==> src/sv/stomp_frame_parser_top_assert.svh <==
`ifndef STOMP_FRAME_PARSER_TOP_ASSERT_SVH
`define STOMP_FRAME_PARSER_TOP_ASSERT_SVH

// Same-cycle implication, sampled on clk, held off while rst_n is low.
`define STFP_ASSERT_NOW(lbl, ante, cons, msg) \
    lbl: assert property (@(posedge clk) disable iff (!rst_n) (ante) |-> (cons)) \
        else $error(msg);

// Next-cycle implication, sampled on clk, held off while rst_n is low.
`define STFP_ASSERT_NEXT(lbl, ante, cons, msg) \
    lbl: assert property (@(posedge clk) disable iff (!rst_n) (ante) |=> (cons)) \
        else $error(msg);

`endif

==> src/sv/stfp_pkg.sv <==
package stfp_pkg;

    typedef enum logic [2:0] {
        PH_CMD,
        PH_KEY,
        PH_VAL,
        PH_BODY_LEN,
        PH_BODY_NUL,
        PH_ERR
    } phase_t;

    typedef enum logic [3:0] {
        ERR_NONE          = 4'd0,
        ERR_EOF_CMD       = 4'd1,
        ERR_EOF_HDR       = 4'd2,
        ERR_MISSING_COLON = 4'd3,
        ERR_DANGLING_ESC  = 4'd4,
        ERR_UNKNOWN_ESC   = 4'd5,
        ERR_BAD_LENGTH    = 4'd6,
        ERR_MISSING_DATA  = 4'd7,
        ERR_MISSING_NUL   = 4'd8
    } err_code_t;

    typedef enum logic [1:0] {
        KIND_CMD,
        KIND_KEY,
        KIND_VAL,
        KIND_BODY
    } field_kind_t;

    localparam logic [7:0] CH_NUL    = 8'h00;
    localparam logic [7:0] CH_LF     = 8'h0A;
    localparam logic [7:0] CH_CR     = 8'h0D;
    localparam logic [7:0] CH_COLON  = 8'h3A;
    localparam logic [7:0] CH_BSLASH = 8'h5C;
    localparam logic [7:0] CH_ZERO   = 8'h30;
    localparam logic [7:0] CH_NINE   = 8'h39;
    localparam logic [7:0] CH_N      = 8'h6E;
    localparam logic [7:0] CH_R      = 8'h72;
    localparam logic [7:0] CH_C      = 8'h63;

    // length of "content-length"
    localparam logic [3:0] KEY_LEN = 4'd14;

    typedef struct packed {
        logic       ok;
        logic [7:0] ch;
    } unesc_t;

    // One result of the parser, plus a flag for whether the byte yields one.
    typedef struct packed {
        logic        has_result;
        logic [7:0]  out_byte;
        logic        byte_valid;
        field_kind_t field_kind;
        logic        field_end;
        logic        length_header;
        logic        frame_end;
        err_code_t   error_code;
    } result_t;

    function automatic logic [7:0] key_char(input logic [3:0] pos);
        logic [7:0] ch;
        case (pos)
            4'd0:    ch = 8'h63; // c
            4'd1:    ch = 8'h6F; // o
            4'd2:    ch = 8'h6E; // n
            4'd3:    ch = 8'h74; // t
            4'd4:    ch = 8'h65; // e
            4'd5:    ch = 8'h6E; // n
            4'd6:    ch = 8'h74; // t
            4'd7:    ch = 8'h2D; // -
            4'd8:    ch = 8'h6C; // l
            4'd9:    ch = 8'h65; // e
            4'd10:   ch = 8'h6E; // n
            4'd11:   ch = 8'h67; // g
            4'd12:   ch = 8'h74; // t
            4'd13:   ch = 8'h68; // h
            default: ch = 8'h00;
        endcase
        return ch;
    endfunction

    function automatic unesc_t unescape(input logic [7:0] c);
        unesc_t r;
        r.ok = 1'b1;
        case (c)
            CH_N:      r.ch = CH_LF;
            CH_R:      r.ch = CH_CR;
            CH_BSLASH: r.ch = CH_BSLASH;
            CH_C:      r.ch = CH_COLON;
            default:
            begin
                r.ok = 1'b0;
                r.ch = 8'h00;
            end
        endcase
        return r;
    endfunction

endpackage

==> src/sv/stfp_in_reg.sv <==
module stfp_in_reg
    import stfp_pkg::*;
(
    input  logic       clk,
    input  logic       rst_n,
    input  logic       s_tvalid,
    output logic       s_tready,
    input  logic [7:0] s_data,
    input  logic       s_eos,
    input  logic       take,
    output logic       item_valid,
    output logic [7:0] item_byte,
    output logic       item_eos
);

    logic       valid_reg;
    logic       valid_next;
    logic [7:0] byte_reg;
    logic       eos_reg;

    assign s_tready = !valid_reg || take;

    always_comb
    begin
        valid_next = valid_reg;
        if (s_tvalid && s_tready)
        begin
            valid_next = 1'b1;
        end
        else if (take)
        begin
            valid_next = 1'b0;
        end
    end

    always_ff @(posedge clk or negedge rst_n)
    begin
        if (!rst_n)
        begin
            valid_reg <= 1'b0;
        end
        else
        begin
            valid_reg <= valid_next;
        end
    end

    // hold the payload until the parser takes it
    always_ff @(posedge clk)
    begin
        if (s_tvalid && s_tready)
        begin
            byte_reg <= s_data;
            eos_reg  <= s_eos;
        end
    end

    assign item_valid = valid_reg;
    assign item_byte  = byte_reg;
    assign item_eos   = eos_reg;

endmodule

==> src/sv/stfp_parser.sv <==
module stfp_parser
    import stfp_pkg::*;
#(
    parameter int LENGTH_WIDTH = 64
)
(
    input  logic       clk,
    input  logic       rst_n,
    input  logic       advance,
    input  logic [7:0] item_byte,
    input  logic       item_eos,
    output result_t    res
);

    phase_t                  phase_reg,          phase_next;
    logic                    esc_reg,            esc_next;
    logic                    line_started_reg,   line_started_next;
    logic [3:0]              match_pos_reg,      match_pos_next;
    logic                    mismatch_reg,       mismatch_next;
    logic                    decided_reg,        decided_next;
    logic                    known_reg,          known_next;
    logic                    has_digit_reg,      has_digit_next;
    logic [LENGTH_WIDTH-1:0] accum_reg,          accum_next;
    logic [LENGTH_WIDTH-1:0] remaining_reg,      remaining_next;

    logic                    is_cl;
    logic                    parsing;
    unesc_t                  ue;
    logic [3:0]              digit;
    logic [LENGTH_WIDTH+3:0] accum_x10;

    assign is_cl   = !mismatch_reg && (match_pos_reg == KEY_LEN);
    assign parsing = is_cl && !decided_reg;
    assign ue      = unescape(item_byte);

    // low nibble of the unescaped byte, only used when it is a digit
    assign digit   = esc_reg ? ue.ch[3:0] : item_byte[3:0];

    // accum * 10 + digit, four guard bits catch overflow
    always_comb
    begin
        accum_x10 = {1'b0, accum_reg, 3'b000} + {3'b000, accum_reg, 1'b0}
                  + {{LENGTH_WIDTH{1'b0}}, digit};
    end

    always_comb
    begin
        logic       emit;
        logic [7:0] u;
        logic       dec_ok;

        res               = '0;
        phase_next        = phase_reg;
        esc_next          = esc_reg;
        line_started_next = line_started_reg;
        match_pos_next    = match_pos_reg;
        mismatch_next     = mismatch_reg;
        decided_next      = decided_reg;
        known_next        = known_reg;
        has_digit_next    = has_digit_reg;
        accum_next        = accum_reg;
        remaining_next    = remaining_reg;
        emit              = 1'b0;
        dec_ok            = 1'b1;
        u                 = item_byte;

        // shared unescape for key and value bytes
        if (esc_reg)
        begin
            u      = ue.ch;
            dec_ok = ue.ok;
        end

        if (item_eos)
        begin
            case (phase_reg)
                PH_CMD:
                begin
                    res.has_result = line_started_reg;
                    res.error_code = line_started_reg ? ERR_EOF_CMD : ERR_NONE;
                end
                PH_KEY, PH_VAL:
                begin
                    res.has_result = 1'b1;
                    res.error_code = ERR_EOF_HDR;
                end
                PH_BODY_LEN:
                begin
                    res.has_result = 1'b1;
                    res.error_code = ERR_MISSING_DATA;
                end
                PH_BODY_NUL:
                begin
                    res.has_result = 1'b1;
                    res.error_code = ERR_MISSING_NUL;
                end
                default:
                begin
                    res.has_result = 1'b0;
                end
            endcase
            emit = 1'b1;   // marks a return to reset state below
        end
        else
        begin
            case (phase_reg)
                PH_CMD:
                begin
                    res.has_result = 1'b1;
                    if (item_byte == CH_LF)
                    begin
                        phase_next        = PH_KEY;
                        line_started_next = 1'b0;
                        res.field_end     = 1'b1;
                    end
                    else
                    begin
                        line_started_next = 1'b1;
                        res.out_byte      = item_byte;
                        res.byte_valid    = 1'b1;
                    end
                end

                PH_KEY:
                begin
                    if (item_byte == CH_LF)
                    begin
                        if (line_started_reg)
                        begin
                            phase_next     = PH_ERR;
                            res.has_result = 1'b1;
                            res.error_code = ERR_MISSING_COLON;
                        end
                        else
                        begin
                            phase_next     = known_reg ? PH_BODY_LEN : PH_BODY_NUL;
                            remaining_next = accum_reg;
                        end
                    end
                    else
                    begin
                        line_started_next = 1'b1;
                        if (item_byte == CH_COLON)
                        begin
                            res.has_result = 1'b1;
                            if (esc_reg)
                            begin
                                phase_next     = PH_ERR;
                                res.error_code = ERR_DANGLING_ESC;
                            end
                            else
                            begin
                                phase_next     = PH_VAL;
                                res.field_kind = KIND_KEY;
                                res.field_end  = 1'b1;
                            end
                        end
                        else if (esc_reg && !dec_ok)
                        begin
                            phase_next     = PH_ERR;
                            res.has_result = 1'b1;
                            res.error_code = ERR_UNKNOWN_ESC;
                        end
                        else if (!esc_reg && (item_byte == CH_BSLASH))
                        begin
                            esc_next = 1'b1;
                        end
                        else
                        begin
                            esc_next       = 1'b0;
                            res.has_result = 1'b1;
                            res.out_byte   = u;
                            res.byte_valid = 1'b1;
                            res.field_kind = KIND_KEY;
                            // advance the content-length match
                            if (!mismatch_reg && (match_pos_reg < KEY_LEN)
                                && (u == key_char(match_pos_reg)))
                            begin
                                match_pos_next = 4'(match_pos_reg + 4'd1);
                            end
                            else
                            begin
                                mismatch_next = 1'b1;
                            end
                        end
                    end
                end

                PH_VAL:
                begin
                    if (item_byte == CH_LF)
                    begin
                        res.has_result = 1'b1;
                        if (esc_reg)
                        begin
                            phase_next     = PH_ERR;
                            res.error_code = ERR_DANGLING_ESC;
                        end
                        else
                        begin
                            if (is_cl)
                            begin
                                if (!decided_reg)
                                begin
                                    decided_next      = 1'b1;
                                    known_next        = has_digit_reg;
                                    res.length_header = has_digit_reg;
                                end
                                else
                                begin
                                    res.length_header = known_reg;
                                end
                            end
                            phase_next        = PH_KEY;
                            line_started_next = 1'b0;
                            match_pos_next    = 4'd0;
                            mismatch_next     = 1'b0;
                            res.field_kind    = KIND_VAL;
                            res.field_end     = 1'b1;
                        end
                    end
                    else if (esc_reg && !dec_ok)
                    begin
                        phase_next     = PH_ERR;
                        res.has_result = 1'b1;
                        res.error_code = ERR_UNKNOWN_ESC;
                    end
                    else if (!esc_reg && (item_byte == CH_BSLASH))
                    begin
                        esc_next = 1'b1;
                    end
                    else if (parsing && (!(u inside {[CH_ZERO:CH_NINE]})
                             || (|accum_x10[LENGTH_WIDTH+3:LENGTH_WIDTH])))
                    begin
                        phase_next     = PH_ERR;
                        res.has_result = 1'b1;
                        res.error_code = ERR_BAD_LENGTH;
                    end
                    else
                    begin
                        esc_next = 1'b0;
                        if (parsing)
                        begin
                            accum_next     = accum_x10[LENGTH_WIDTH-1:0];
                            has_digit_next = 1'b1;
                        end
                        res.has_result = 1'b1;
                        res.out_byte   = u;
                        res.byte_valid = 1'b1;
                        res.field_kind = KIND_VAL;
                    end
                end

                PH_BODY_LEN:
                begin
                    res.has_result = 1'b1;
                    if (remaining_reg != '0)
                    begin
                        remaining_next = LENGTH_WIDTH'(remaining_reg - 1'b1);
                        res.out_byte   = item_byte;
                        res.byte_valid = 1'b1;
                        res.field_kind = KIND_BODY;
                    end
                    else if (item_byte != CH_NUL)
                    begin
                        phase_next     = PH_ERR;
                        res.error_code = ERR_MISSING_NUL;
                    end
                    else
                    begin
                        emit           = 1'b1;
                        res.field_kind = KIND_BODY;
                        res.field_end  = 1'b1;
                        res.frame_end  = 1'b1;
                    end
                end

                PH_BODY_NUL:
                begin
                    res.has_result = 1'b1;
                    res.field_kind = KIND_BODY;
                    if (item_byte == CH_NUL)
                    begin
                        emit          = 1'b1;
                        res.field_end = 1'b1;
                        res.frame_end = 1'b1;
                    end
                    else
                    begin
                        res.out_byte   = item_byte;
                        res.byte_valid = 1'b1;
                    end
                end

                default:
                begin
                    // drop bytes until end of stream
                    res.has_result = 1'b0;
                end
            endcase
        end

        // end of stream or closing NUL: back to reset state
        if (emit)
        begin
            phase_next        = PH_CMD;
            esc_next          = 1'b0;
            line_started_next = 1'b0;
            match_pos_next    = 4'd0;
            mismatch_next     = 1'b0;
            decided_next      = 1'b0;
            known_next        = 1'b0;
            has_digit_next    = 1'b0;
            accum_next        = '0;
            remaining_next    = '0;
        end
    end

    always_ff @(posedge clk or negedge rst_n)
    begin
        if (!rst_n)
        begin
            phase_reg        <= PH_CMD;
            esc_reg          <= 1'b0;
            line_started_reg <= 1'b0;
            match_pos_reg    <= 4'd0;
            mismatch_reg     <= 1'b0;
            decided_reg      <= 1'b0;
            known_reg        <= 1'b0;
            has_digit_reg    <= 1'b0;
            accum_reg        <= '0;
            remaining_reg    <= '0;
        end
        else if (advance)
        begin
            phase_reg        <= phase_next;
            esc_reg          <= esc_next;
            line_started_reg <= line_started_next;
            match_pos_reg    <= match_pos_next;
            mismatch_reg     <= mismatch_next;
            decided_reg      <= decided_next;
            known_reg        <= known_next;
            has_digit_reg    <= has_digit_next;
            accum_reg        <= accum_next;
            remaining_reg    <= remaining_next;
        end
    end

endmodule

==> src/sv/stomp_frame_parser_top.sv <==
// Frame deframer for a STOMP-style byte stream, one byte per transfer in and at most
// one result per byte out. Bytes enter on the s_axis side (tuser set means end of stream,
// no byte present); each is held in an input register, parsed combinationally against
// the frame state, and the result lands in an output register for the m_axis side. A
// result is a command, unescaped header key/value or body byte (tuser bit 0 set), an
// end-of-field mark (tlast set; frame end and content-length flags ride on it), or an
// error code in tdata[11:8]. Backslash escapes and the empty line ending the headers
// produce no result. After an error, bytes are dropped until end of stream, which also
// returns the parser to its reset state. Throughput is one byte per clock while results
// drain; a byte with a result stalls while the output register is full and not taken.
// The rate is set by the frame state loop, whose longest path is the LENGTH_WIDTH-bit
// multiply-by-ten and add of the content-length accumulator. Both sides are decoupled:
// a new byte is taken while a finished result still waits on m_axis_tready.
`include "stomp_frame_parser_top_assert.svh"

module stomp_frame_parser_top
    import stfp_pkg::*;
#(
    parameter int LENGTH_WIDTH = 64    // content-length counter width, 16 to 64
)
(
    input  logic        clk,
    input  logic        rst_n,

    input  logic        s_axis_tvalid,
    output logic        s_axis_tready,
    input  logic [7:0]  s_axis_tdata,   // [7:0] data_byte
    input  logic [0:0]  s_axis_tuser,   // [0] end_of_stream

    output logic        m_axis_tvalid,
    input  logic        m_axis_tready,
    output logic [15:0] m_axis_tdata,   // [7:0] out_byte, [11:8] error_code, [15:12] zero
    output logic        m_axis_tlast,   // field_end
    output logic [4:0]  m_axis_tuser    // [0] byte_valid, [2:1] field_kind,
                                        // [3] length_header, [4] frame_end
);

    logic       item_valid;
    logic [7:0] item_byte;
    logic       item_eos;
    logic       advance;
    result_t    res;

    logic       out_valid_reg;
    logic       out_valid_next;
    result_t    out_res_reg;

    // Take the held byte when its result has a free output slot, or when it
    // yields nothing at all.
    assign advance = item_valid && (!out_valid_reg || m_axis_tready || !res.has_result);

    stfp_in_reg u_in_reg
    (
        .clk        (clk),
        .rst_n      (rst_n),
        .s_tvalid   (s_axis_tvalid),
        .s_tready   (s_axis_tready),
        .s_data     (s_axis_tdata),
        .s_eos      (s_axis_tuser[0]),
        .take       (advance),
        .item_valid (item_valid),
        .item_byte  (item_byte),
        .item_eos   (item_eos)
    );

    stfp_parser #(
        .LENGTH_WIDTH (LENGTH_WIDTH)
    ) u_parser
    (
        .clk       (clk),
        .rst_n     (rst_n),
        .advance   (advance),
        .item_byte (item_byte),
        .item_eos  (item_eos),
        .res       (res)
    );

    // Output register: load on a new result, drop once the transfer completes.
    always_comb
    begin
        out_valid_next = out_valid_reg;
        if (advance && res.has_result)
        begin
            out_valid_next = 1'b1;
        end
        else if (m_axis_tready)
        begin
            out_valid_next = 1'b0;
        end
    end

    always_ff @(posedge clk or negedge rst_n)
    begin
        if (!rst_n)
        begin
            out_valid_reg <= 1'b0;
        end
        else
        begin
            out_valid_reg <= out_valid_next;
        end
    end

    always_ff @(posedge clk)
    begin
        if (advance && res.has_result)
        begin
            out_res_reg <= res;
        end
    end

    assign m_axis_tvalid = out_valid_reg;
    assign m_axis_tdata  = {4'b0000, out_res_reg.error_code, out_res_reg.out_byte};
    assign m_axis_tlast  = out_res_reg.field_end;
    assign m_axis_tuser  = {out_res_reg.frame_end, out_res_reg.length_header,
                            out_res_reg.field_kind, out_res_reg.byte_valid};

    // Error results carry nothing but the code.
    `STFP_ASSERT_NOW(a_err_clean, m_axis_tvalid && (m_axis_tdata[11:8] != ERR_NONE), (m_axis_tuser == 5'd0) && (m_axis_tdata[7:0] == 8'd0) && !m_axis_tlast, "error result carries extra fields")
    // A field end mark never carries a byte.
    `STFP_ASSERT_NOW(a_mark_no_byte, m_axis_tvalid && m_axis_tlast, !m_axis_tuser[0] && (m_axis_tdata[7:0] == 8'd0), "field end mark carries a byte")
    // Frame end only on the body end mark.
    `STFP_ASSERT_NOW(a_frame_end_body, m_axis_tvalid && m_axis_tuser[4], m_axis_tlast && (m_axis_tuser[2:1] == KIND_BODY), "frame end outside body end mark")
    // Content-length flag only on a value end mark.
    `STFP_ASSERT_NOW(a_len_flag_value, m_axis_tvalid && m_axis_tuser[3], m_axis_tlast && (m_axis_tuser[2:1] == KIND_VAL), "length flag outside value end mark")
    // A parsed result reaches the output register in the next cycle.
    `STFP_ASSERT_NEXT(a_result_lands, advance && res.has_result, m_axis_tvalid, "parsed result lost")

endmodule

==> config.mk <==
export PLATFORM = sky130hd
export DESIGN_NAME = stomp_frame_parser_top
export DESIGN_NICKNAME = d
export VERILOG_FILES = /design/src/sv/stfp_pkg.sv /design/src/sv/stfp_in_reg.sv /design/src/sv/stfp_parser.sv /design/src/sv/stomp_frame_parser_top.sv
export VERILOG_INCLUDE_DIRS = /design/src /design/src/sv
export SDC_FILE = /design/constraint.sdc
export NUM_CORES = 1
export LEC_CHECK = 0
export BUFFER_PORTS_ARGS = -buffer_cell sky130_fd_sc_hd__buf_2
export CAP_MARGIN = 20
export CORE_MARGIN = 5
export CORE_UTILIZATION = 60
export DETAILED_ROUTE_END_ITERATION = 10
export PLACE_DENSITY = 0.86
export SYNTH_ARGS = -nofsm -noshare
export SYNTH_HDL_FRONTEND = slang
export SYNTH_HIERARCHICAL = 1
export SYNTH_SLANG_ARGS = --single-unit
==> constraint.sdc <==
create_clock -name clk -period 7.05 [get_ports clk]
set_input_delay 0.705 -clock clk [delete_from_list [all_inputs] [get_ports clk]]
set_output_delay 0.705 -clock clk [all_outputs]
set_load 0.005 [all_outputs]
# Word-level counts from Yosys, hierarchy flattened

Memories as Yosys holds them, arrays and structs flattened.
Index checks and enable logic that the tools add are counted.

Flip-flop bits (word level): 170
Memories kept: 1
ROM bits: 112
Input port bits: 13
Logic and storage cells: 279

Reduce and logical (&&, ||, !) cells: 51
Bitwise gates (word level): 3
Add/subtract/negate cells: 4
Muxes and demuxes: 158
Magnitude comparators: 3
Equality and inequality tests: 38

Memories:

| name            | words | width | rd ports | clocked after Yosys merged registers in | write ports | RTL line       | RTL |
|---|---|---|---|---|---|---|---|
| (no name shown) | 16    | 7     | 1        | 0                                       | 0           | stfp_pkg.sv:64 | `case (pos)` |

Operators with widths:

| operator                | number |
|---|---|
| $mux W64                | 13 |
| $pmux W64 S2            | 1 |
| $mux W4                 | 18 |
| $add A67 B65 Y68        | 1 |
| $add A68 B4 Y68         | 1 |
| $mux W1                 | 66 |
| $reduce_bool A64 Y1     | 1 |
| $sub A64 B1 Y64 const B | 1 |
| $mux W3                 | 20 |
| $mux W8                 | 7 |
| $mux W9                 | 5 |
| $pmux W9 S5             | 1 |
| $mux W12                | 3 |
| $mux W11                | 3 |
| $eq A8 B7 Y1 const B    | 4 |
| $ne A3 B3 Y1 const B    | 10 |
| $pmux W7 S4             | 1 |
| $reduce_and A10 Y1      | 2 |
| $ne A3 B1 Y1 const B    | 6 |
| $reduce_and A6 Y1       | 3 |
| $reduce_and A9 Y1       | 2 |
| $pmux W4 S4             | 1 |
| $mux W2                 | 6 |
| $pmux W3 S4             | 1 |
| 39 further kinds        | 80 |

# Longest topological paths before layout

Gate-level depths: netlist of run 1.

Depth in word-level cells: 21
Gate-level depth with buffers: 22

# Hierarchy

Netlist of run 1, hierarchy kept.

By module, submodules not included:

| module                 | instances | sequential area each (sq um) | area an instance (sq um) | cells each |
|---|---|---|---|---|
| stfp_parser            | 1         | 3,528.4                      | 12,774.8                 | 1,604 |
| stomp_frame_parser_top | 1         | 565.5                        | 638.1                    | 29 |
| stfp_in_reg            | 1         | 295.3                        | 324.1                    | 13 |

# Worst setup path before layout of run 1

Ideal clock, no wire load.

Path kind: register -> register
Start: register u_in_reg.byte_reg[0] (netlist: u_in_reg/item_byte[0])
End: register u_parser.phase_reg[0]
Clock period less this slack: 5,468 ps
Arrival time: 5,343 ps
Path slack: 1,582 ps
Library setup time: 125 ps
Cell stages (with the launch flop): 20
Cells stage by stage: edfxtp_1 buf_6 or4b_1 or4_1 buf_4 nand3_1 o21a_1 fa_1 fa_1 a211oi_1 o21ai_1 o21ba_2 o31a_1 o211ai_1 and3_1 nor4_1 nor4_4 nor2_2 o311a_4 mux2_4

Word-level cells in the longest chain between the ends: 15
Elaborated cells between the ends (all ways): 58

RTL lines:

| what                                                     | RTL line           | RTL |
|---|---|---|
| from (decl)                                              | stfp_in_reg.sv:18  | `logic [7:0] byte_reg;` |
| from (signal assigned)                                   | stfp_in_reg.sv:53  | `byte_reg <= s_data;` |
| branches (longest 15 deep; another with $add A68 B4 Y68) | n/a                |  |
| to (signal assigned)                                     | stfp_parser.sv:336 | `phase_reg <= phase_next;` |
| to (decl)                                                | stfp_parser.sv:15  | `phase_t phase_reg, phase_next;` |

Several ways; the timed one is not identified. The select of a mux whose other input is x is not followed.
A chain may end at the register's enable or synchronous reset.

# Worst setup path after layout of run 1

Start: register u_in_reg.byte_reg[0] (netlist: u_in_reg/item_byte[0])
End: register u_parser.accum_reg[58]

Word-level cells in the longest chain between the ends: 15
Elaborated cells between the ends (all ways): 58

RTL lines:

| what                                                     | RTL line           | RTL |
|---|---|---|
| branches (longest 15 deep; another with $add A68 B4 Y68) | n/a                |  |
| to (signal assigned)                                     | stfp_parser.sv:344 | `accum_reg <= accum_next;` |
| to (decl)                                                | stfp_parser.sv:23  | `logic [LENGTH_WIDTH-1:0] accum_reg, accum_next;` |

Several ways; the timed one is not identified. The select of a mux whose other input is x is not followed.

==> results_dict.tcl, run 1 <==
set metrics [dict create \
    result_of_the_run "completed" \
    grt_remaining_overflow 0 \
    shortest_period_the_worst_path_allows_ns 6.58 \
    area_growth_pct 6.08 \
    number_of_vias_per_cell_after_detailed_routing 6.84 \
    grt_first_pass_wirelength_um 61300 \
    cp.required_ns 7.37 \
    synth.distinct_cells 90 \
    multi_input_comb_area_mm2 0.00883 \
    vdd_ir_drop_max_mv 0.181 \
    avgSynthCellArea_um2 8.35 \
    report.final.hold_viol_count 0 \
    detail_route.wirelength_um 37200 \
    largest_net_degree_at_the_start_of_global_routing 84 \
    cts_buffer_depth 2 \
    highest_routing_layer_actually_used "met4" \
    port-buffer-count 32 \
    netlist_instances 1646 \
    post-cts-setup-buffers 0 \
    global_route.usage.total_pct 28.2 \
    clk_transition_reported_paths_ns 0.07 \
    mappedNetlistArea_mm2 0.0137 \
    wire_length_on_met1_um 15800 \
    cts_hold_buffers_added 0 \
    drt_first_iter_violations 1287 \
    count_of_max_cap_constraint_violations 0 \
    post_cts_resize_count 0 \
    postPlaceCellArea_mm2 0.0140 \
    vias 13100 \
    floorplan.core_area_mm2 0.0226 \
    critical_path.max_fanout 33 \
    final_design_area_no_fill_mm2 0.0146 \
    max_slew_margin_pct 32.5 \
    layout.filler_cells 1835 \
    setup_viol_count_final 0 \
    finalClockSkew_ns 0.00783 \
    crit_family "simple AND/OR/NAND/NOR gates" \
    antenna_cells 0 \
    antenna_found_initial 0 \
    synth_enable_flop_cells 27 \
    final.setup.tns_ns 0 \
    endpoint_kind "flip-flop" \
    cts.sinks 170 \
    drt_first_pass_iters 8 \
    finalMaxSlewViolations 0 \
    die_height_um 161 \
    critical_path.slowest_cell "sky130_fd_sc_hd__or4b_1" \
    worst-path-buf-inv 1 \
    standby_leakage_power_nw 6.84 \
    postSynthRegisterBits 170 \
    rsz0062_at_grt "no" \
    rows 55 \
    cts_tree "done" \
    start_util_pct 60.9 \
    dp_hpwl_um 27000 \
    most_frequent_cell_on_the_critical_path "sky130_fd_sc_hd__fa_1" \
    cts-htree-levels 4 \
    clock_tree.root_cell "sky130_fd_sc_hd__clkbuf_16" \
    final_antenna_net_count 0 \
    critPathKind "reg2reg" \
    dr_wl_met2_um 17300 \
    tightest_pin_transition_ns 1.01 \
    numCtsBuffers 17 \
    power_density_mw_per_mm2 193 \
    die_width_um 161 \
    min_period_over_period_pct 93.3 \
    place_congestion 0.973 \
    drive_gt1_share_pct 6.99 \
    final_nets 1766 \
    post_drt_wl_per_cell_um 19.4 \
    boundaryPins 37 \
    worst_setup_path_start_kind "flip-flop" \
    synth_async_sr_flop_share_pct 84.1 \
    hold_path_class "in2async" \
    worstPathArrival_ns 6.89 \
    synthFlopType "sky130_fd_sc_hd__dfrtp_1" \
    drc 0 \
    maximum_clock_frequency_mhz 152 \
    timing.critical_path.cells "or4b_1 > or4_1 > nand3_1 > o21a_1 > fa_1 > fa_1 > a211oi_1 > o21ai_1 > o21ba_2 > o31a_1 > o211ai_1 > and3_1 > nor4_1 > nor4_4 > a21o_1 > nand2_2 > buf_12 > a22o_1" \
    met3_wirelength_um 3020 \
    die_area_mm2 0.0260 \
    first_global_vias 12300 \
    yosys_warnings 6 \
    clk-insertion-delay-late_ns 0.44 \
    register_area_mm2 0.00439 \
    critical-path-max-stage-delay_ns 0.54 \
    synth-seq-area-share_pct 32.0 \
]
cell usage after synthesis (30+ instances only):
library cell	number	area [µm²]
sky130_fd_sc_hd__o21ai_1	33	165
sky130_fd_sc_hd__nor2_1	139	522
sky130_fd_sc_hd__nand2_1	166	623
sky130_fd_sc_hd__ha_1	134	1680
sky130_fd_sc_hd__xor2_1	30	263
sky130_fd_sc_hd__a22o_1	62	543
sky130_fd_sc_hd__xnor2_1	36	315
sky130_fd_sc_hd__clkbuf_1	70	263
sky130_fd_sc_hd__nand3_1	30	150
sky130_fd_sc_hd__nor4_1	34	213
sky130_fd_sc_hd__o21ai_0	151	756
sky130_fd_sc_hd__inv_1	30	113
sky130_fd_sc_hd__dfrtp_1	143	3580
sky130_fd_sc_hd__a21oi_1	159	796
sky130_fd_sc_hd__nor3_1	53	265
final timing paths:
| kind | startpoint | end | slack (ns) | cells after the start |
|---|---|---|---|---|
| setup / recovery | u_in_reg/item_byte[0] | u_parser/accum_reg[58] | 0.47 | 18 |
| hold / removal | rst_n | u_parser/remaining_reg[7] | 0.31 | 1 |
| setup reg to reg | u_in_reg/item_byte[0] | u_parser/accum_reg[58] | 0.47 | 18 |
| hold reg to reg | u_parser/remaining_reg[21] | u_parser/remaining_reg[21] | 0.49 | 2 |
| max in group asynchronous | rst_n | u_parser/accum_reg[48] | 5.44 | 2 |
| min in group clk | s_axis_tdata[0] | u_in_reg/item_byte[0] | 0.44 | 1 |
area by class of cell:
class                   count  share of cell area [%]
multi-input cells        1351                    60.6
flip-flops and latches    170                    30.1
clock buffers              17                    2.92
well taps                 285                    2.45
repair buffers             46                    1.95
clock inverters            15                    1.15
inverters                  31                   0.798
where the power goes:
group	switching, mW	internal (mW)
Combinational	0.442	0.237
Sequential	0.0818	1.09
Clock	0.423	0.529
through the flow:
stage	util, %	instances	setup WS, ns	hold slack [ns]	power [mW]
floorplan	-	1649	1.58	0.409	1.63
global placement	61.9	1883	0.799	0.454	1.83
detailed placement	61.9	1883	0.657	0.473	1.86
CTS	64.6	1915	0.629	0.355	2.81
global route	64.6	1915	0.247	0.390	2.94
finish	64.6	1915	0.474	0.310	2.81
cell usage in the layout (no fill, tap or decap), types with 15 or more instances in the layout:
cell type / synthesis / layout
sky130_fd_sc_hd__xnor2_1: 36 / 36
sky130_fd_sc_hd__nor2_1: 139 / 138
sky130_fd_sc_hd__nor3_1: 53 / 53
sky130_fd_sc_hd__nand2b_1: 15 / 15
sky130_fd_sc_hd__o21ai_0: 151 / 151
sky130_fd_sc_hd__edfxtp_1: 27 / 27
sky130_fd_sc_hd__nand4_1: 24 / 24
sky130_fd_sc_hd__nand3_1: 30 / 30
sky130_fd_sc_hd__a21o_1: 26 / 26
sky130_fd_sc_hd__a22o_1: 62 / 62
sky130_fd_sc_hd__ha_1: 134 / 134
sky130_fd_sc_hd__o21ai_1: 33 / 33
sky130_fd_sc_hd__a31oi_1: 15 / 15
sky130_fd_sc_hd__nand2_1: 166 / 164
sky130_fd_sc_hd__buf_2: 14 / 31
sky130_fd_sc_hd__clkbuf_16: 0 / 17
sky130_fd_sc_hd__a21oi_1: 159 / 159
sky130_fd_sc_hd__nor4_1: 34 / 34
sky130_fd_sc_hd__dfrtp_1: 143 / 143
sky130_fd_sc_hd__xor2_1: 30 / 30
sky130_fd_sc_hd__inv_1: 30 / 30
sky130_fd_sc_hd__or3_1: 17 / 17
cell families after synthesis:
group	Yosys count	synth area share (%)
adders and majority gates	136	12.5
AOI/OAI and AO/OA	581	26.8
muxes	7	0.583
xor gates and xnor gates	66	4.21
buffers and inverters	128	4.01
DFF	170	32.0
and+or+nand+nor	557	20.0
other	1	0.0273
routing by layer:
metal	track usage (%)	vias to the layer above
li1	-	6090
met5	0	-
met2	45.4	680
met4	10.6	0
met1	37.9	6245
met3	5.38	90
Note: power is estimated with default switching activity, not from simulation.
==> run 2, diff against run 1 <==
CTS_BUF_LIST = sky130_fd_sc_hd__clkbuf_4   (was not set)
==> run 2 against run 1 <==
  * Worst hold slack worse by 0.17 ns
  * Combinational power fell by 1%
  * Routed wire length is 2.2% lower
  * Register-to-register slack lost 0.02 ns
  * Largest cell class unchanged
==> results_dict.tcl, run 2 (synthesis gave the netlist of run 1 again) <==
set metrics [dict create \
    result_of_the_run "completed" \
    share_clk_of_total_power_pct 24.4 \
    timing.critical_path.cells "or4b_1 > or4_1 > nand3_1 > o21a_1 > fa_1 > fa_1 > a211oi_1 > o21ai_1 > o21ba_2 > o31a_1 > o211ai_1 > and3_1 > nor4_1 > nor4_4 > a21o_1 > nand2_2 > buf_12 > a22o_1" \
    min_period_over_period_pct 93.5 \
    crit-reg2reg-launch "u_in_reg/item_byte[0]" \
    final_nets 1766 \
    worst_setup_path_start_kind "flip-flop" \
    final_common_cell "sky130_fd_sc_hd__nand2_1" \
    seq_power_share_pct 48.2 \
    count_of_max_cap_constraint_violations 0 \
    maximum_clock_frequency_mhz 152 \
    cts_hold_buffers_added 0 \
    postPlaceCellArea_mm2 0.0140 \
    largest_net_degree_at_the_start_of_global_routing 84 \
    cp.required_ns 7.53 \
    shortest_period_the_worst_path_allows_ns 6.59 \
    critical_path.slowest_cell "sky130_fd_sc_hd__edfxtp_1" \
    clock_tree.root_cell "sky130_fd_sc_hd__clkbuf_4" \
    post-layout-total-power_mw 2.44 \
    drt_first_pass_iters 6 \
    antenna_found_initial 1 \
    finalMaxSlewViolations 0 \
    worstPathArrival_ns 7.08 \
    vias 13000 \
    cts-htree-levels 4 \
    critPathKind "reg2reg" \
    post_drt_wl_per_cell_um 19.0 \
    finalClockSkew_ns 0.0202 \
    start_util_pct 60.9 \
    final_design_area_no_fill_mm2 0.0143 \
    reg2reg_slack_ns 0.46 \
    crit_family "simple AND/OR/NAND/NOR gates" \
    grt_remaining_overflow 0 \
    hold_path_class "in2async" \
    number_of_vias_per_cell_after_detailed_routing 6.77 \
    preCtsSetupSlack_ns 0.657 \
    boundaryPins 37 \
    clk_transition_reported_paths_ns 0.16 \
    endpoint_kind "flip-flop" \
    final.setup.tns_ns 0 \
    drive_gt1_share_pct 6.99 \
    die_width_um 161 \
    die_area_mm2 0.0260 \
    post_cts_resize_count 0 \
    cts.sinks 170 \
    critical_path.max_fanout 33 \
    final_antenna_net_count 0 \
    drc 0 \
    cts_tree "done" \
    dp_hpwl_um 27000 \
    first_global_vias 12100 \
    rows 55 \
    layout.filler_cells 1877 \
    grt_first_pass_wirelength_um 59900 \
    p_int_mw 1.55 \
    rsz0062_at_grt "no" \
    detail_route.wirelength_um 36400 \
    setup_viol_count_final 0 \
    worst_slack_setup_final_ns 0.458 \
    clk-insertion-delay-late_ns 0.59 \
    area_growth_pct 3.93 \
    tightest_pin_transition_ns 0.998 \
    worst-path-buf-inv 1 \
    port-buffer-count 32 \
    place_congestion 0.973 \
    report.final.hold_viol_count 0 \
    most_frequent_cell_on_the_critical_path "sky130_fd_sc_hd__fa_1" \
    max_slew_margin_pct 33.2 \
    fin_hold_ws_ns 0.139 \
    numCtsBuffers 17 \
    reg2regPathDepth 18 \
    vdd_ir_drop_max_mv 0.119 \
    critical-path-max-stage-delay_ns 0.54 \
    power_density_mw_per_mm2 171 \
    comb_power_share_pct 27.4 \
    netSwitchingFraction_pct 36.6 \
    global_route.usage.total_pct 27.5 \
    worstReg2RegEnd "u_parser/accum_reg[59]" \
    floorplan.core_area_mm2 0.0226 \
    most-common-layout-cells "sky130_fd_sc_hd__nand2_1 (164), sky130_fd_sc_hd__a21oi_1 (159), sky130_fd_sc_hd__o21ai_0 (151), sky130_fd_sc_hd__dfrtp_1 (143), sky130_fd_sc_hd__nor2_1 (138)" \
    net-switching-power_mw 0.891 \
    drt_first_iter_violations 1316 \
    die_height_um 161 \
    post-cts-setup-buffers 0 \
    standby_leakage_power_nw 6.71 \
    cts_buffer_depth 2 \
]
-- run 2: how the worst max path moves through the flow --
stage,start,cells past startpoint,to
finish,u_in_reg/item_byte[0],18,u_parser/accum_reg[59]
global route,u_in_reg/item_byte[0],18,u_parser/accum_reg[58]
CTS,u_in_reg/item_byte[0],18,u_parser/accum_reg[58]
detailed placement,u_in_reg/item_byte[0],18,u_parser/accum_reg[40]
global placement,u_in_reg/item_byte[0],18,u_parser/accum_reg[53]
floorplan,u_in_reg/item_byte[0],19,u_parser/phase_reg[0]
-- run 2: metal layers --
metal	vias up	global-route usage, %	share of wire, %
li1	6108	-	-
met5	-	0	0
met2	577	44.4	47
met4	0	9.62	2.8
met1	6189	37.4	43
met3	89	4.92	7.3
-- run 2: per-stage QoR --
step,instances,utilization [%]
finish,1916,63.3
global route,1916,63.3
CTS,1915,63.2
detailed placement,1883,61.9
global placement,1883,61.9
floorplan,1649,-
-- run 2: power by group through the flow --
stage / Clock, mW / Combinational, mW / Sequential [mW]
2_1_floorplan: 0 / 0.480 / 1.15
3_3_place_gp: 0 / 0.645 / 1.19
3_5_place_dp: 0 / 0.664 / 1.19
4_1_cts: 0.604 / 0.666 / 1.17
5_1_grt: 0.647 / 0.739 / 1.19
6_report: 0.594 / 0.669 / 1.18
-- run 2: layout make-up --
cell class	count	area (µm²)	share of cell area [%]
repair buffers	46	284	1.99
diodes	1	2.50	0.0175
inverters	31	116	0.815
well taps	285	357	2.50
flip-flops and latches	170	4390	30.7
clock inverters	15	168	1.17
multi-input cells	1351	8830	61.9
clock buffers	17	128	0.894
==> run 3, diff against run 2 <==
==> constraint.sdc (replaced) <==
create_clock -name clk -period 7.05 [get_ports clk]
set_input_delay 0.3525 -clock clk [delete_from_list [all_inputs] [get_ports clk]]
set_output_delay 0.3525 -clock clk [all_outputs]
set_load 0.005 [all_outputs]
==> run 3 against run 2 <==
  * Cell count up 0.57%
  * Combinational power up 1%
  * Critical path depth unchanged
  * Sequential power about the same
  * Worst hold slack worse by 0.086 ns
  * Via count up 0.19%
  * Count of clock-buffer cells in the layout unchanged
  * Final area up 0.77%
  * First-iteration DRC count up 1.3%
  * Non-clock buffer count up 11
  * Global-route usage up 0.054 points
==> results_dict.tcl, run 3 (synthesis gave the netlist of run 1 again) <==
set metrics [dict create \
    result_of_the_run "completed" \
    clk_transition_reported_paths_ns 0.15 \
    preCtsSetupSlack_ns 0.657 \
    cts_tree "done" \
    numCtsBuffers 17 \
    count_of_max_cap_constraint_violations 0 \
    drt_first_iter_violations 1333 \
    floorplan.core_area_mm2 0.0226 \
    tightest_pin_transition_ns 1.01 \
    most_frequent_cell_on_the_critical_path "sky130_fd_sc_hd__fa_1" \
    global_route.usage.total_pct 27.5 \
    power_density_mw_per_mm2 170 \
    place_congestion 0.973 \
    final_nets 1777 \
    worst_slack_setup_final_ns 0.492 \
    die_width_um 161 \
    cts.sinks 170 \
    grt_remaining_overflow 0 \
    vias 13000 \
    cts-htree-levels 4 \
    detail_route.wirelength_um 36500 \
    finalMaxSlewViolations 0 \
    final_common_cell "sky130_fd_sc_hd__nand2_1" \
    hold_path_class "in2reg" \
    critical_path.max_fanout 33 \
    die_height_um 161 \
    worst_setup_path_start_kind "flip-flop" \
    cp.required_ns 7.53 \
    standby_leakage_power_nw 6.75 \
    postPlaceCellArea_mm2 0.0140 \
    finalClockSkew_ns 0.0202 \
    setup_viol_count_final 0 \
    endpoint_kind "flip-flop" \
    worstPathArrival_ns 7.04 \
    seq_power_share_pct 48.1 \
    clk-insertion-delay-late_ns 0.59 \
    critPathKind "reg2reg" \
    number_of_vias_per_cell_after_detailed_routing 6.74 \
    final_antenna_net_count 0 \
    timing.critical_path.cells "or4b_1 > or4_1 > nand3_1 > o21a_1 > fa_1 > fa_1 > a211oi_1 > o21ai_1 > o21ba_2 > o31a_1 > o211ai_1 > and3_1 > nor4_1 > nor4_4 > a21o_1 > nand2_2 > buf_12 > a22o_1" \
    drive_gt1_share_pct 6.95 \
    post-layout-total-power_mw 2.44 \
    post_cts_resize_count 0 \
    share_clk_of_total_power_pct 24.2 \
    cts_buffer_depth 2 \
    die_area_mm2 0.0260 \
    worst-path-buf-inv 1 \
    post_drt_wl_per_cell_um 19.0 \
    start_util_pct 60.9 \
    report.final.hold_viol_count 0 \
    max_slew_margin_pct 32.6 \
    final.setup.tns_ns 0 \
    p_int_mw 1.55 \
    net-switching-power_mw 0.893 \
    crit_family "simple AND/OR/NAND/NOR gates" \
    clock_tree.root_cell "sky130_fd_sc_hd__clkbuf_4" \
    rows 55 \
    largest_net_degree_at_the_start_of_global_routing 84 \
    vdd_ir_drop_max_mv 0.120 \
    grt_first_pass_wirelength_um 60000 \
    drc 0 \
    area_growth_pct 4.74 \
    first_global_vias 12200 \
    comb_power_share_pct 27.7 \
    rsz0062_at_grt "no" \
    final_util_pct 63.7 \
    most-common-layout-cells "sky130_fd_sc_hd__nand2_1 (164), sky130_fd_sc_hd__a21oi_1 (159), sky130_fd_sc_hd__o21ai_0 (151), sky130_fd_sc_hd__dfrtp_1 (143), sky130_fd_sc_hd__nor2_1 (138)" \
    antenna_found_initial 1 \
    boundaryPins 37 \
    drt_first_pass_iters 5 \
    final_design_area_no_fill_mm2 0.0144 \
    port-buffer-count 32 \
    shortest_period_the_worst_path_allows_ns 6.56 \
    netSwitchingFraction_pct 36.5 \
    maximum_clock_frequency_mhz 152 \
    critical-path-max-stage-delay_ns 0.54 \
    critical_path.slowest_cell "sky130_fd_sc_hd__edfxtp_1" \
    dp_hpwl_um 27000 \
    min_period_over_period_pct 93.0 \
]
## run 3: cell types whose count changed in the layout (fill, tap and decap cells not counted)
cell / change
sky130_fd_sc_hd__dlygate4sd3_1: +11
## run 3: worst paths after layout
check | start | to | slack (ns) | cells past startpoint
max | u_in_reg/item_byte[0] | u_parser/accum_reg[58] | 0.49 | 18
min | m_axis_tready | m_axis_tvalid | 0.05 | 3
max reg2reg | u_in_reg/item_byte[0] | u_parser/accum_reg[58] | 0.49 | 18
min reg2reg | u_parser/remaining_reg[21] | u_parser/remaining_reg[21] | 0.50 | 2
max in group asynchronous | rst_n | u_parser/remaining_reg[50] | 5.39 | 3
min in group asynchronous | rst_n | u_parser/remaining_reg[7] | 0.36 | 2
## run 3: per-stage QoR
step,hold slack [ns],std cells
2_1_floorplan,0.0569,1649
3_3_place_gp,0.454,1883
3_5_place_dp,0.468,1883
4_1_cts,0.0297,1926
5_1_grt,0.0256,1927
6_report,0.0536,1927
## run 3: cell type report
class | count | area (µm²)
multi-input combinational | 1351 | 8830
fill | 1865 | 8180
sequential | 170 | 4390
timing repair buffer | 57 | 394
tap | 285 | 357
clock inverter | 15 | 168
clock buffer | 17 | 128
inverter | 31 | 116
antenna | 1 | 2.50
## run 3: power groups by stage
stage                     logic (mW)  registers [mW]  clock network (mW)
after detailed placement       0.664            1.19                   0
after global routing           0.744            1.19               0.647
after floorplan                0.480            1.15                   0
after CTS                      0.670            1.17               0.604
after global placement         0.645            1.19                   0
final                          0.676            1.18               0.592
## run 3: layer usage
metal | GRT usage (%) | routed length [µm]
met2 | 44.6 | 17000
met5 | 0 | 0
met3 | 4.90 | 2740
met4 | 9.62 | 1050
met1 | 37.4 | 15800
## run 3: worst reg2reg max path: stages, from the launching register on
cell                       delay, ns
sky130_fd_sc_hd__edfxtp_1       0.54
sky130_fd_sc_hd__or4b_1         0.55
sky130_fd_sc_hd__or4_1          0.46
sky130_fd_sc_hd__nand3_1        0.27
sky130_fd_sc_hd__o21a_1         0.30
sky130_fd_sc_hd__fa_1           0.50
sky130_fd_sc_hd__fa_1           0.49
sky130_fd_sc_hd__a211oi_1       0.27
sky130_fd_sc_hd__o21ai_1        0.17
sky130_fd_sc_hd__o21ba_2        0.26
sky130_fd_sc_hd__o31a_1         0.34
sky130_fd_sc_hd__o211ai_1       0.30
sky130_fd_sc_hd__and3_1         0.21
sky130_fd_sc_hd__nor4_1         0.08
sky130_fd_sc_hd__nor4_4         0.49
sky130_fd_sc_hd__a21o_1         0.20
sky130_fd_sc_hd__nand2_2        0.40
sky130_fd_sc_hd__buf_12         0.38
sky130_fd_sc_hd__a22o_1         0.25
## run 3: what timing repair did
item / in CTS / in global routing
buffers inserted: 0 / 0
endpoints found under the setup margin: 0 / 0
hold endpoints to repair: 92 / 0
hold buffers: 11 / 0
